==> config.mk <==
export PLATFORM = sky130hd
export DESIGN_NAME = sgi_fifo
export DESIGN_NICKNAME = d
export VERILOG_FILES = /design/src/design/sgi_fifo.sv
export SDC_FILE = /design/constraint.sdc
export NUM_CORES = 1
export LEC_CHECK = 0
export BUFFER_PORTS_ARGS = -buffer_cell sky130_fd_sc_hd__buf_4
export CAP_MARGIN = 30
export CELL_PAD_IN_SITES_DETAIL_PLACEMENT = 0
export CELL_PAD_IN_SITES_GLOBAL_PLACEMENT = 2
export CORE_UTILIZATION = 30
export DETAILED_ROUTE_END_ITERATION = 10
export PLACE_DENSITY = 0.68
export SYNTH_ARGS = -nofsm -noshare
export SYNTH_HDL_FRONTEND = slang
export SYNTH_SLANG_ARGS = --single-unit
==> constraint.sdc <==
create_clock -name clk -period 1.7 [get_ports clk]
set_input_delay 0.255 -clock clk [delete_from_list [all_inputs] [get_ports clk]]
set_output_delay 0.255 -clock clk [all_outputs]
set_load 0.02 [all_outputs]
==> src/design/sgi_fifo.sv <==
// small register queue with push/full and pop/empty sides
// depends on nothing
`default_nettype none

module sgi_fifo #(
    parameter int W     = 8,
    parameter int DEPTH = 4
) (
    input  logic         clk,
    input  logic         rst_n,
    input  logic         push,
    output logic         full,
    input  logic [W-1:0] din,
    input  logic         pop,
    output logic         empty,
    output logic [W-1:0] dout
);

    localparam int AW = (DEPTH > 1) ? $clog2(DEPTH) : 1;
    localparam int CW = $clog2(DEPTH + 1);

    logic [W-1:0]  mem_reg [DEPTH];
    logic [AW-1:0] wr_ptr_reg, wr_ptr_next;
    logic [AW-1:0] rd_ptr_reg, rd_ptr_next;
    logic [CW-1:0] count_reg, count_next;
    logic          do_push, do_pop;

    assign full    = (count_reg == CW'(DEPTH));
    assign empty   = (count_reg == '0);
    assign do_push = push && !full;
    assign do_pop  = pop && !empty;
    assign dout    = mem_reg[rd_ptr_reg];

    always_comb
    begin
        wr_ptr_next = wr_ptr_reg;
        rd_ptr_next = rd_ptr_reg;
        count_next  = count_reg;
        if (do_push)
        begin
            wr_ptr_next = (wr_ptr_reg == AW'(DEPTH - 1)) ? '0 : wr_ptr_reg + 1'b1;
        end
        if (do_pop)
        begin
            rd_ptr_next = (rd_ptr_reg == AW'(DEPTH - 1)) ? '0 : rd_ptr_reg + 1'b1;
        end
        if (do_push && !do_pop)
        begin
            count_next = count_reg + 1'b1;
        end
        else if (do_pop && !do_push)
        begin
            count_next = count_reg - 1'b1;
        end
    end

    always_ff @(posedge clk or negedge rst_n)
    begin
        if (!rst_n)
        begin
            wr_ptr_reg <= '0;
            rd_ptr_reg <= '0;
            count_reg  <= '0;
        end
        else
        begin
            wr_ptr_reg <= wr_ptr_next;
            rd_ptr_reg <= rd_ptr_next;
            count_reg  <= count_next;
        end
    end

    always_ff @(posedge clk)
    begin
        if (do_push)
        begin
            mem_reg[wr_ptr_reg] <= din;
        end
    end

endmodule

`default_nettype wire

After elaboration in Yosys (flattened, before gate mapping) --
Memory sizes are Yosys's and may differ from the RTL's. Cells that the tools add are included.
Operators by class: add/sub/neg operators 4, multipliers 0, divide/modulo/power cells 0, order comparisons 0, equal/unequal tests 3, shifts and indexed selects 0, mux-type cells 6, bitwise gates (word level) 0, reduce and logical (&&, ||, !) cells 10
Operators by type and width (count):
- two-way mux 3 bit | 2
- adder 2 x 1 -> 2 bit, second input constant | 2
- equality test 2 bit, second input constant | 2
- logical AND 1 bit | 4
- logical NOT 1 bit | 4
- two-way mux 2 bit | 2
- adder 3 x 1 -> 3 bit, second input constant | 1
- equality test 3 bit, second input constant | 1
- logical NOT 3 bit | 1
- subtractor 3 x 1 -> 3 bit, second input constant | 1
- two-way mux 1 bit | 2
- nonzero test 2 bit | 1
Storage, ports and cells: bits in registers 7, latch bits 0, bits in writable memories 32, ROM bits 0, word-level logic and storage cells 27, memories kept 1
Memory list:
- mem_reg | depth 4, width 8, read ports 1, clocked after memory_dff 0, write ports 1, RTL line 22 | logic [W-1:0] mem_reg [DEPTH];

Depth between registers and ports, before layout --
word-level depth 7, gate-level depth with buffers 9, gate-level depth less buffers 8

Worst setup path after synthesis --
No wires, ideal clock.
kind flip-flop to flip-flop, from register count_reg[0], to register count_reg[2], setup time 79 ps, arrival time 2234 ps, data required time 1621 ps, slack -613 ps, stages on the path, launching flop included 9, clock period less this slack 2313 ps, cell sequence dfrtp_1 nor3_1 nand2b_4 ha_1 inv_1 fa_1 xor2_1 nor2_1 xor2_1
On the way: longest elaborated chain between the ends 6, elaborated cells on any way between the ends 15, classes of those cells add/sub: 2; eq/ne: 1; mux: 2; reduce/logical: 10
RTL lines:
- start, declared | RTL line 25 | logic [CW-1:0] count_reg, count_next;
- start signal, assigned | RTL line 69 | count_reg <= count_next;
- logical NOT 3 bit * | RTL line 29 | assign empty = (count_reg == '0);
- named net empty | RTL line 15 | output logic empty,
- logical NOT 1 bit * | RTL line 31 | assign do_pop = pop && !empty;
- logical AND 1 bit * | RTL line 31
- logical NOT 1 bit | RTL line 47 | if (do_push && !do_pop)
- logical AND 1 bit | RTL line 47
- two-way mux 3 bit / nonzero test 2 bit (equally long branches)
The timed path passes the listed nets; every way through them passes the cells marked *. The select of a mux whose other input is x is not followed. A chain may end at the register's enable or synchronous reset.

Worst setup path after layout --
from register count_reg[0], to register count_reg[1]
On the way: longest elaborated chain between the ends 6, elaborated cells on any way between the ends 15, classes of those cells add/sub: 2; eq/ne: 1; mux: 2; reduce/logical: 10
RTL lines (RTL line):
- branches (longest 5 deep; another with subtractor 3 x 1 -> 3 bit)
- two-way mux 3 bit * | 47
- named net count_next[1] | 25
Mark *: on every way through the listed nets, which the timed path passes. The select of a mux whose other input is x is not followed.

==> results.toml <==
[timing]
relSlewSlack = 0.698
layout_setup_ws_ps = -101
timing.setup.tns_ps = -584
fmax_mhz = 555
setup_viol = 10
fin_crit_sh = 1.06
slew_violations = 0
finClkSkew_ps = 4.47
tightest_slew_ps = 453
finalCriticalPeriod_ps = 1800
hold_viol_final = 0
rsz0062_at_grt = "yes"

[critical_path]
critPathSlowestCell = "dfrtp_2"
worst-path-max-fanout = 3
critPathRequiredTime_ps = 1870
critPathBufInv = 1
start_kind = "register"
arrival_ps = 1970
max_stage_delay_ps = 450
worstPathCellList = "nor3b_4 -> nor2b_2 -> ha_4 -> inv_2 -> fa_2 -> mux2_2"
cp_top_family = "adder cells"
timing_worst_setup_path_type = "reg2reg"
end_kind = "register"

[synthesis]
synth_edf_count = 32
synth_area_leaders = "edfxtp_1 59%, mux4_2 11%, dfrtp_1 11%"
synth_common_cells = "32 x edfxtp_1, 8 x mux4_2, 7 x dfrtp_1, 6 x ha_1, 4 x and2_2"
synth_top_area_cell = "edfxtp_1"
synth_nets = 98
synthCells = 79
synth_warnings = 0
synth_top_cell_area_share = 0.593
synthDistinctLibCells = 19
async_flop_share = 0.179
avgSynthCellArea_sq_um = 20.5
seq_area_frac_synth = 0.701
synth_area_sq_mm = 0.00162
ys_seq_elements = 39
synth.most_common_cell = "edfxtp_1"
synth_flop_cell = "edfxtp_1"

[cts]
clock-root-buffer = "clkbuf_8"
clk_pin_slew_ps = 80
cts-htree-levels = 2
cts_tree = "yes"
clk_latency_ps = 290
numCtsBuffers = 5
cts.sinks = 39
cts_buffer_depth = 2

[routing]
vias = 819
dr.first_iter.drc_count = 29
drt-wirelength-per-cell_um = 13.9
drt_pre_antenna_iters = 2
viasPerCell = 4.27
antenna_left = 0
drt_wl_total_um = 2660
drc_errors = 0

[floorplanning]
die_width_um = 75.5
row_count = 26
core_area_sq_mm = 0.00514
initial_core_util = 0.315
die_y_um = 75.5
ios = 22
die_area_sq_mm = 0.00570

[place]
io_buffers = 21
gp_congestion = 0.652
pre_cts_slack_ps = -169
place_inst = 177
hpwlAfterDp_um = 1830

[layout]
largest_reg_flops = 32
final_cell_count_no_fill = 192
num-fill-cells = 501
final_nets = 140
area_growth_pct = 32.1
num_antenna_cells = 0
layout-drive-gt1-share = 0.582

[grt]
grt_pass1_vias = 875
grt_use_total = 0.109
grt_max_degree = 14
grt_overflow_total = 0
antenna_found_initial = 0
grt_pass1_wl_um = 4310

[outcome]
violations = "setup timing"
status = "finished with violations"

[flow_run]
max_cap_viol_count = 0

[pwr]
p_leak_nw = 0.813
peakVddDrop_mv = 0.785
p_per_area_mw_per_mm2 = 1770
total_power_mw = 3.78

[min_path]
hold_class = "in2reg"
[placed cells by master, fill, tap and decap left out, drive strengths merged, types with 2 or more instances in the layout]
master / count
buf: 37
edfxtp: 32
mux4: 8
dfrtp: 7
ha: 6
clkbuf: 5
mux2: 5
and2: 4
nor2: 3
inv: 3
xor2: 2
clkinvlp: 2
[kinds of logic after synthesis]
logic type,count (synthesis),synth area share
buffers and inverters,6,0.0193
adder cells (fa/ha/maj),7,0.0587
AND/OR/NAND/NOR,11,0.0541
XOR/XNOR,3,0.0162
flip-flops,39,0.701
multiplexers,13,0.151
[through the flow]
| stage | util | hold WS, ps | instance area (sq um) |
|---|---|---|---|
| 2_1_floorplan | - | -40.6 | 1650 |
| 3_3_place_gp | 0.381 | 77.1 | 1960 |
| 3_5_place_dp | 0.381 | 76.0 | 1960 |
| 4_1_cts | 0.413 | 160 | 2120 |
| 5_1_grt | 0.417 | 150 | 2140 |
| 6_report | 0.417 | 166 | 2140 |
[area by class of cell]
type | count | area [sq um] | area share
clock inverters | 3 | 20.0 | 0.00935
multi-input cells | 34 | 484 | 0.226
well taps | 70 | 87.6 | 0.0409
clock buffers | 5 | 68.8 | 0.0321
flip-flops and latches | 39 | 1140 | 0.532
inverters | 3 | 11.3 | 0.00526
repair buffers | 38 | 330 | 0.154
[report_power, final]
group | total (mW) | internal, mW | switching, mW
sequential | 1.48 | 1.30 | 0.186
clock | 0.609 | 0.285 | 0.324
combinational | 1.69 | 0.981 | 0.705
[metal layers]
metal	GRT usage	routed length, um	part of all wire	vias to the layer above
met5	0	0	0	-
met4	0.0309	14	0.0053	0
met3	0.0476	144	0.054	2
met2	0.185	1370	0.52	24
met1	0.125	1130	0.42	411
li1	-	-	-	382
[worst paths after layout]
check,start,endpoint,slack (ps),cells past startpoint
min reg2reg,wr_ptr_reg[1]$_DFFE_PN0P_,wr_ptr_reg[1]$_DFFE_PN0P_,580,1
max reg2reg,count_reg[0]$_DFFE_PN0P_,count_reg[1]$_DFFE_PN0P_,-100,6
max,count_reg[0]$_DFFE_PN0P_,count_reg[1]$_DFFE_PN0P_,-100,6
min,din[5],mem_reg[3][5]$_DFFE_PP_,170,1
max in group asynchronous,rst_n,count_reg[1]$_DFFE_PN0P_,1270,2
min in group asynchronous,rst_n,count_reg[2]$_DFFE_PN0P_,300,2
[worst register-to-register path: cells and delay by family, from the launching register on]
kind,cells,cell delay (ps)
buf+inv,1,50
flops,1,450
simple gates,2,320
mux,1,280
fa+ha+maj,2,580
[what timing repair did]
action / in CTS / in global routing
setup endpoints to repair: 10 / 42
pin swaps: 3 / 3
setup buffers: 4 / 2
gates resized for setup: 10 / 4
hold endpoints to repair: 7 / 0
hold buffers: 1 / 0
No activity file was read; power rests on OpenSTA's default activity.
